<file path="src/rtl/decimal_number_parser_assert.svh">
// Assertion macros shared by the decimal number parser modules.
// Each macro expects signals named clk and rst in the including scope.
`ifndef DECIMAL_NUMBER_PARSER_ASSERT_SVH
`define DECIMAL_NUMBER_PARSER_ASSERT_SVH

// Same-cycle implication, checked at every rising edge outside reset.
`define DNP_ASSERT_IMP(label, ante, cons) \
  label: assert property (@(posedge clk) disable iff (rst) (ante) |-> (cons)) \
    else $error("decimal_number_parser: assertion failed");

// Next-cycle implication, checked at every rising edge outside reset.
`define DNP_ASSERT_NXT(label, ante, cons) \
  label: assert property (@(posedge clk) disable iff (rst) (ante) |=> (cons)) \
    else $error("decimal_number_parser: assertion failed");

`endif

</file>
<file path="src/rtl/dnp_pkg.sv">
// Shared types and constants for the decimal number parser.
// No dependencies; used by dnp_div and decimal_number_parser.
package dnp_pkg;

  localparam int MANT_W = 31;
  localparam int FD_W   = 4;
  localparam int DEN_W  = 50;
  localparam int VAL_W  = 48;
  localparam int CNT_W  = 8;

  localparam logic [7:0] CH_SPACE = 8'h20;
  localparam logic [7:0] CH_MINUS = 8'h2D;
  localparam logic [7:0] CH_POINT = 8'h2E;
  localparam logic [7:0] CH_ZERO  = 8'h30;
  localparam logic [7:0] CH_NINE  = 8'h39;

  localparam logic [FD_W-1:0]   FD_MAX   = 4'd15;
  localparam logic [CNT_W-1:0]  CNT_MAX  = 8'd255;
  localparam logic [MANT_W-1:0] MANT_MAX = 31'h7FFF_FFFF;
  localparam logic [VAL_W-1:0]  VAL_MAX  = 48'h7FFF_FFFF_FFFF;

  typedef struct packed {
    logic busy;
    logic done;
  } dnp_div_stat_t;

  // Ten to the power n, for n up to fifteen.
  function automatic logic [DEN_W-1:0] pow10(input logic [FD_W-1:0] n);
    logic [DEN_W-1:0] r;
    case (n)
      4'd0:    r = 50'd1;
      4'd1:    r = 50'd10;
      4'd2:    r = 50'd100;
      4'd3:    r = 50'd1000;
      4'd4:    r = 50'd10000;
      4'd5:    r = 50'd100000;
      4'd6:    r = 50'd1000000;
      4'd7:    r = 50'd10000000;
      4'd8:    r = 50'd100000000;
      4'd9:    r = 50'd1000000000;
      4'd10:   r = 50'd10000000000;
      4'd11:   r = 50'd100000000000;
      4'd12:   r = 50'd1000000000000;
      4'd13:   r = 50'd10000000000000;
      4'd14:   r = 50'd100000000000000;
      default: r = 50'd1000000000000000;
    endcase
    return r;
  endfunction

endpackage

</file>
<file path="src/rtl/dnp_div.sv">
// Restoring divider, one quotient bit per cycle.
// Depends on dnp_pkg and decimal_number_parser_assert.svh.
`include "decimal_number_parser_assert.svh"

module dnp_div
  import dnp_pkg::*;
#(
  parameter int NW = 51,
  parameter int DW = 50
) (
  input  logic          clk,
  input  logic          rst,
  input  logic          start,
  input  logic [NW-1:0] num,
  input  logic [DW-1:0] den,
  output dnp_div_stat_t stat,
  output logic [NW-1:0] quo
);

  localparam int CW = $clog2(NW + 1);

  logic [CW-1:0] cnt;
  logic          done;
  logic [DW-1:0] rem;
  logic [DW-1:0] dvs;
  logic [NW-1:0] shreg;
  logic [DW:0]   trial;
  logic [DW:0]   diff;
  logic          ge;

  // Remainder stays below the divisor, so the trial value fits in DW+1 bits.
  assign trial = {rem, shreg[NW-1]};
  assign diff  = trial - {1'b0, dvs};
  assign ge    = trial >= {1'b0, dvs};

  always_ff @(posedge clk) begin
    if (rst) begin
      cnt  <= '0;
      done <= 1'b0;
    end else begin
      done <= 1'b0;
      if (start) begin
        cnt <= CW'(NW);
      end else if (cnt != '0) begin
        cnt <= cnt - CW'(1);
        if (cnt == CW'(1)) begin
          done <= 1'b1;
        end
      end
    end
  end

  always_ff @(posedge clk) begin
    if (start) begin
      shreg <= num;
      dvs   <= den;
      rem   <= '0;
    end else if (cnt != '0) begin
      shreg <= {shreg[NW-2:0], ge};
      rem   <= ge ? diff[DW-1:0] : trial[DW-1:0];
    end
  end

  assign stat.busy = (cnt != '0);
  assign stat.done = done;
  assign quo       = shreg;

  `DNP_ASSERT_IMP(a_start_when_idle, start, !stat.busy)
  `DNP_ASSERT_NXT(a_done_after_final_step, stat.busy && cnt == CW'(1), stat.done)
  `DNP_ASSERT_IMP(a_done_is_idle, stat.done, !stat.busy)

endmodule

</file>
<file path="src/rtl/decimal_number_parser.sv">
// Streaming ASCII decimal parser: top level with the character scanner and sequencer.
// Depends on dnp_pkg, dnp_div and decimal_number_parser_assert.svh.
//
// Usage: characters of a text field arrive one request at a time on the char
// channel (ch, last, char_valid/char_ready). Leading spaces are skipped, then any
// other character (a sign, a point, a digit or anything else) opens the number, and digits plus one point extend it.
// A character that does not extend the number ends it and is dropped uncounted;
// last, or reaching MAX_LEN consumed characters, ends it after that character.
// Each end produces one result request on the res channel (found, value as
// signed fixed point with FRAC_BITS fraction bits rounded to nearest, chars_used,
// overflow), handshaken with res_valid/res_ready.
// Throughput: a character that does not end a number is taken without a stall and
// char_ready stays high. An ending character drops char_ready while the divider
// scales the mantissa by a power of ten, one quotient bit per cycle; char_ready
// returns in the same cycle that the result shows up on the res channel.
// Stall: a result waiting on res_ready does not block new characters; only a
// second result waits in the sequencer until the output register frees up.
// Reset (rst, synchronous): clears the scanner, the sequencer and res_valid.
`include "decimal_number_parser_assert.svh"

module decimal_number_parser
  import dnp_pkg::*;
#(
  parameter int FRAC_BITS = 16,
  parameter int MAX_LEN   = 255
) (
  input  logic                    clk,
  input  logic                    rst,
  input  logic                    char_valid,
  output logic                    char_ready,
  input  logic [7:0]              ch,
  input  logic                    last,
  output logic                    res_valid,
  input  logic                    res_ready,
  output logic                    found,
  output logic signed [VAL_W-1:0] value,
  output logic [CNT_W-1:0]        chars_used,
  output logic                    overflow
);

  // Numerator width: shifted mantissa plus half the largest divisor.
  localparam int NW = (MANT_W + FRAC_BITS >= DEN_W) ? MANT_W + FRAC_BITS + 1 : DEN_W + 1;

  localparam logic [1:0] S_IDLE = 2'd0;
  localparam logic [1:0] S_LOAD = 2'd1;
  localparam logic [1:0] S_DIV  = 2'd2;
  localparam logic [1:0] S_EMIT = 2'd3;

  logic [1:0] state;

  // Scanner state.
  logic              phase;
  logic              negative;
  logic              in_frac;
  logic [MANT_W-1:0] mant;
  logic              digit_seen;
  logic [FD_W-1:0]   frac_digits;
  logic [CNT_W-1:0]  consumed;
  logic              saturated;

  logic              phase_next;
  logic              negative_next;
  logic              in_frac_next;
  logic [MANT_W-1:0] mant_next;
  logic              digit_seen_next;
  logic [FD_W-1:0]   frac_digits_next;
  logic [CNT_W-1:0]  consumed_next;
  logic              saturated_next;

  logic              is_dig;
  logic              take;
  logic              term;
  logic              count_it;
  logic              emit_now;
  logic [MANT_W+3:0] prod;

  logic               accept;
  logic               out_free;
  logic               div_start;
  dnp_div_stat_t      div_stat;
  logic [NW-1:0]      num;
  logic [DEN_W-1:0]   den;
  logic [NW-1:0]      quo;
  logic               mag_ovf;
  logic [VAL_W-1:0]   mag;
  logic [VAL_W-1:0]   val;

  assign char_ready = (state == S_IDLE);
  assign accept     = char_valid && char_ready;
  assign out_free   = !res_valid || res_ready;
  assign div_start  = (state == S_LOAD);

  // Mantissa times ten plus the new digit; digits 0..9 sit in the low nibble.
  assign is_dig = (ch >= CH_ZERO) && (ch <= CH_NINE);
  assign prod   = ((MANT_W + 4)'(mant) << 3) + ((MANT_W + 4)'(mant) << 1)
                + (MANT_W + 4)'(ch[3:0]);

  always_comb begin
    phase_next       = phase;
    negative_next    = negative;
    in_frac_next     = in_frac;
    mant_next        = mant;
    digit_seen_next  = digit_seen;
    frac_digits_next = frac_digits;
    saturated_next   = saturated;
    take             = 1'b0;
    term             = 1'b0;
    count_it         = 1'b0;

    if (!phase) begin
      if (ch == CH_SPACE) begin
        count_it = 1'b1;
      end else begin
        take       = 1'b1;
        phase_next = 1'b1;
      end
    end else if (is_dig || (ch == CH_POINT && !in_frac)) begin
      take = 1'b1;
    end else begin
      term = 1'b1;
    end

    if (take) begin
      count_it = 1'b1;
      if (ch == CH_MINUS) begin
        negative_next = 1'b1;
      end else if (ch == CH_POINT) begin
        in_frac_next = 1'b1;
      end else if (is_dig) begin
        digit_seen_next = 1'b1;
        if (prod > (MANT_W + 4)'(MANT_MAX)) begin
          mant_next      = MANT_MAX;
          saturated_next = 1'b1;
        end else begin
          mant_next = prod[MANT_W-1:0];
        end
        if (in_frac && frac_digits != FD_MAX) begin
          frac_digits_next = frac_digits + FD_W'(1);
        end
      end
    end

    consumed_next = (count_it && consumed != CNT_MAX) ? consumed + CNT_W'(1) : consumed;
    emit_now      = term || last || (consumed_next >= CNT_W'(MAX_LEN));
  end

  // Rounded scaling: (mantissa << FRAC_BITS + den / 2) / den.
  assign den = pow10(frac_digits);
  assign num = (NW'(mant) << FRAC_BITS) + NW'(den >> 1);

  dnp_div #(
    .NW (NW),
    .DW (DEN_W)
  ) u_div (
    .clk   (clk),
    .rst   (rst),
    .start (div_start),
    .num   (num),
    .den   (den),
    .stat  (div_stat),
    .quo   (quo)
  );

  // Saturate the magnitude to the positive range, then apply the sign.
  assign mag_ovf = |quo[NW-1:VAL_W-1];
  assign mag     = mag_ovf ? VAL_MAX : {1'b0, quo[VAL_W-2:0]};
  assign val     = negative ? (VAL_W'(0) - mag) : mag;

  always_ff @(posedge clk) begin
    if (rst) begin
      state       <= S_IDLE;
      res_valid   <= 1'b0;
      phase       <= 1'b0;
      negative    <= 1'b0;
      in_frac     <= 1'b0;
      mant        <= '0;
      digit_seen  <= 1'b0;
      frac_digits <= '0;
      consumed    <= '0;
      saturated   <= 1'b0;
    end else begin
      if (res_valid && res_ready) begin
        res_valid <= 1'b0;
      end
      unique case (state)
        S_IDLE: begin
          if (accept) begin
            phase       <= phase_next;
            negative    <= negative_next;
            in_frac     <= in_frac_next;
            mant        <= mant_next;
            digit_seen  <= digit_seen_next;
            frac_digits <= frac_digits_next;
            consumed    <= consumed_next;
            saturated   <= saturated_next;
            if (emit_now) begin
              state <= S_LOAD;
            end
          end
        end
        S_LOAD: begin
          state <= S_DIV;
        end
        S_DIV: begin
          if (div_stat.done) begin
            state <= S_EMIT;
          end
        end
        S_EMIT: begin
          if (out_free) begin
            res_valid   <= 1'b1;
            state       <= S_IDLE;
            phase       <= 1'b0;
            negative    <= 1'b0;
            in_frac     <= 1'b0;
            mant        <= '0;
            digit_seen  <= 1'b0;
            frac_digits <= '0;
            consumed    <= '0;
            saturated   <= 1'b0;
          end
        end
        default: begin
          state <= S_IDLE;
        end
      endcase
    end
  end

  // Result payload; with no digit the mantissa is zero, so the value is zero too.
  always_ff @(posedge clk) begin
    if (state == S_EMIT && out_free) begin
      found      <= digit_seen;
      value      <= val;
      chars_used <= consumed;
      overflow   <= saturated || mag_ovf;
    end
  end

  `DNP_ASSERT_IMP(a_done_in_div, div_stat.done, state == S_DIV)
  `DNP_ASSERT_NXT(a_load_starts_div, state == S_LOAD, div_stat.busy)
  `DNP_ASSERT_IMP(a_no_digit_zero, res_valid && !found, value == '0)
  `DNP_ASSERT_NXT(a_end_blocks_input, accept && emit_now, !char_ready)

endmodule

</file>
<file path="config.mk">
export PLATFORM = sky130hd
export DESIGN_NAME = decimal_number_parser
export DESIGN_NICKNAME = d
export VERILOG_FILES = /design/src/rtl/dnp_pkg.sv /design/src/rtl/dnp_div.sv /design/src/rtl/decimal_number_parser.sv
export VERILOG_INCLUDE_DIRS = /design/src /design/src/rtl
export SDC_FILE = /design/constraint.sdc
export NUM_CORES = 1
export LEC_CHECK = 0
export ABC_CLOCK_PERIOD_IN_PS = 11550
export BUFFER_PORTS_ARGS = -buffer_cell sky130_fd_sc_hd__buf_2
export CAP_MARGIN = 40
export CORE_MARGIN = 10
export CORE_UTILIZATION = 43
export DETAILED_ROUTE_END_ITERATION = 16
export PLACE_DENSITY = 0.66
export SYNTH_ARGS = -nofsm -noshare
export SYNTH_HDL_FRONTEND = slang
export SYNTH_SLANG_ARGS = --single-unit
export TNS_END_PERCENT = 100
</file>
<file path="constraint.sdc">
create_clock -name clk -period 11.55 [get_ports clk]
set_input_delay 1.155 -clock clk [delete_from_list [all_inputs] [get_ports clk]]
set_output_delay 1.155 -clock clk [all_outputs]
set_load 0.01 [all_outputs]
</file>
==> reports/results.ini <==
[outcome]
outcome=completed

[clocking]
cts_resized=0
cts_buffers=35
h-tree-depth=2
clock_latency_ns=0.56
clockBufferDepth=3
clock-root-buffer=clkbuf_16
cts_sinks=303
path_clk_slew_ns=0.06
cts_tree=done
post_cts_buffers=0
cts_hold_buf=0

[flow_run]
cap_violations=0

[pwr]
intPower_uw=3380
powerDensity_nw_per_um2=279
ir_drop_uv=238
clkPwrFrac=0.186
power_frac_seq=0.304
switching_power_uw=2620
combPwrFrac=0.509
p_sw_frac=0.436
p_leak_uw=0.00904

[final_layout]
fin_area_sq_um=21500
area_growth_pct=10.6
fin_nets=2422
layout.cells.non_filler=2864
drive_above_1_share=0.0911

[critical_path]
path_class=in2reg
startpoint=ch[3]
cp_top_family=compound AO/OA/AOI/OAI gates
critPathCapture=mant[7]
cp_slowest_cell=fa_1
crit_buf_inv=4
worstPathCellList=buf_2 -> inv_1 -> fa_1 -> inv_1 -> ha_1 -> a211oi_1 -> o21ai_0 -> a21boi_0 -> a21oi_1 -> a311oi_1 -> o311ai_0 -> o211ai_1 -> nand2_1 -> buf_8 -> nor2_1 -> o21ai_0
reg2reg_from=state[0]
path_max_fanout=16
r2r_end=den[8]
crit_arrival_ns=5.10
cp.depth=16
cpPeakStageDelay_ns=0.59
worst_ep_required_time_ns=11.97
worstRegToRegCells=14
r2r_slack_ns=7.08
cp-end-kind=flop
worst_setup_path_start_kind=input port

[global_routing]
antenna_found_initial=2
grt_overflow=0
grt_usage=0.194
grt_pass1_vias=16000
grt_max_degree=77
grt_pass1_wl_um=85900

[timing]
setup_ws_ns=6.88
timing.fmax_mhz=214
tns_ns=0
finalSetupViolations=0
finalHoldViolCount=0
skew_ns=0.0284
worst_pin_slew_ns=0.923
grt_setup_unrepaired=no
drv_slew=0
post-route-period-util=0.405
period_needed_ns=4.67
relSlewSlack=0.385

[floorplanning]
die_w_um=233
rows=77
die_area_sq_um=54200
initial_utilization=0.437
core_area_sq_um=44500
fp.dieH_um=233
pin_count=73

[synthesis]
synth_top_area_share=0.235
async_reset_ff_frac=0
syn_area_sq_um=19500
avgSynthCellArea_sq_um=8.79
synthTopCellsByArea=edfxtp_1, dfxtp_1, ha_1
synth-seq-cells=303
synth_nets=2393
yosysWarnings=0
synthMostInstantiatedCell=nor2_1
synth_edf_count=152
synthCells=2215
synth_cell_types=82
ys_top_cells_by_count=nor2_1, nand2_1, a21oi_1
yosysTopAreaCell=edfxtp_1
seq_area_frac_synth=0.390
synth_top_flop_cell=edfxtp_1

[place]
port_buffers=72
globalplace.congestion=0.893
placed_area_sq_um=20400
place_inst=2799
post-dp-hpwl_um=40000
pre_cts_slack_ns=6.29

[route]
ant_nets=0
route.detailed.drc=0
num_vias=16700
wire_per_inst_um=18.9
dr.first_iter.drc_count=1268
wl_um=54200
viasPerCell=5.83
dr.pass1.iters=5

[worst_hold_path]
hold_class=reg2reg
min_path_cells=0

## flip-flops by register name, indices dropped and copies added (netlist names)
register and cells:
chars_used 8, consumed 8, den 43, digit_seen 1
found 1, frac_digits 4, in_frac 1, mant 31
negative 1, overflow 1, phase 1, res_valid 1
saturated 1, state 2, u_div.cnt 6, u_div.done 1
u_div.dvs 43, u_div.quo 51, u_div.rem 50, value 48
## routing by layer
metal	up-vias	routed length, um	GRT usage
met1	7977	24000	0.252
met2	451	26000	0.325
met4	2	1720	0.0722
met3	97	2500	0.0217
li1	8177	-	-
met5	-	13	0
## area by class of cell
type                       instances  area (sq um)
tap                              592           741
timing repair buffer              90           523
antenna                            1          2.50
sequential                       303          7590
fill                            4204         23000
inverter                         109           409
clock inverter                    17           131
clock buffer                      47          1010
multi-input combinational       1705         11100
## power groups by stage
stage          Clock [uW]  Combinational, uW  Sequential (uW)
2_1_floorplan           0               2320             1760
3_3_place_gp            0               2940             1830
3_5_place_dp            0               3020             1840
4_1_cts              1130               3040             1820
5_1_grt              1180               3420             1860
6_report             1120               3060             1830
## per-stage QoR
stage	utilization	power, uW	hold WS [ns]
after floorplan	-	4080	0.386
after global placement	0.457	4770	0.388
after detailed placement	0.458	4860	0.389
after CTS	0.484	5990	0.393
after global routing	0.484	6450	0.401
final	0.484	6000	0.393
## logic make-up after synthesis
family | after synthesis | share of synthesized area
fa+ha+maj | 165 | 0.108
mux | 40 | 0.0224
buf+inv | 207 | 0.0404
compound gates | 647 | 0.210
simple gates | 743 | 0.180
flops | 303 | 0.390
xor+xnor | 110 | 0.0495
## worst min-delay path by stage
stage                start      endpoint  slack [ns]
floorplan           den[0]  u_div.dvs[0]        0.39
global placement    den[0]  u_div.dvs[0]        0.39
detailed placement  den[0]  u_div.dvs[0]        0.39
CTS                 den[0]  u_div.dvs[0]        0.39
global route        den[0]  u_div.dvs[0]        0.40
finish              den[0]  u_div.dvs[0]        0.39
## placed cells by master (no fill, tap or decap), types with 25 or more instances in the layout
cell type  instances
and3_1            25
nand3_1           36
edfxtp_1         152
a21o_1            63
buf_2             72
inv_1            105
dfxtp_1          150
mux2_2            29
a211oi_1          44
a21oi_1          189
nand2_1          193
o21ai_0          157
xor2_1            53
ha_1             160
nor2_1           255
xnor2_1           57
clkbuf_16         38
nor3_1            76
No activity file was read; power rests on OpenSTA's default activity.
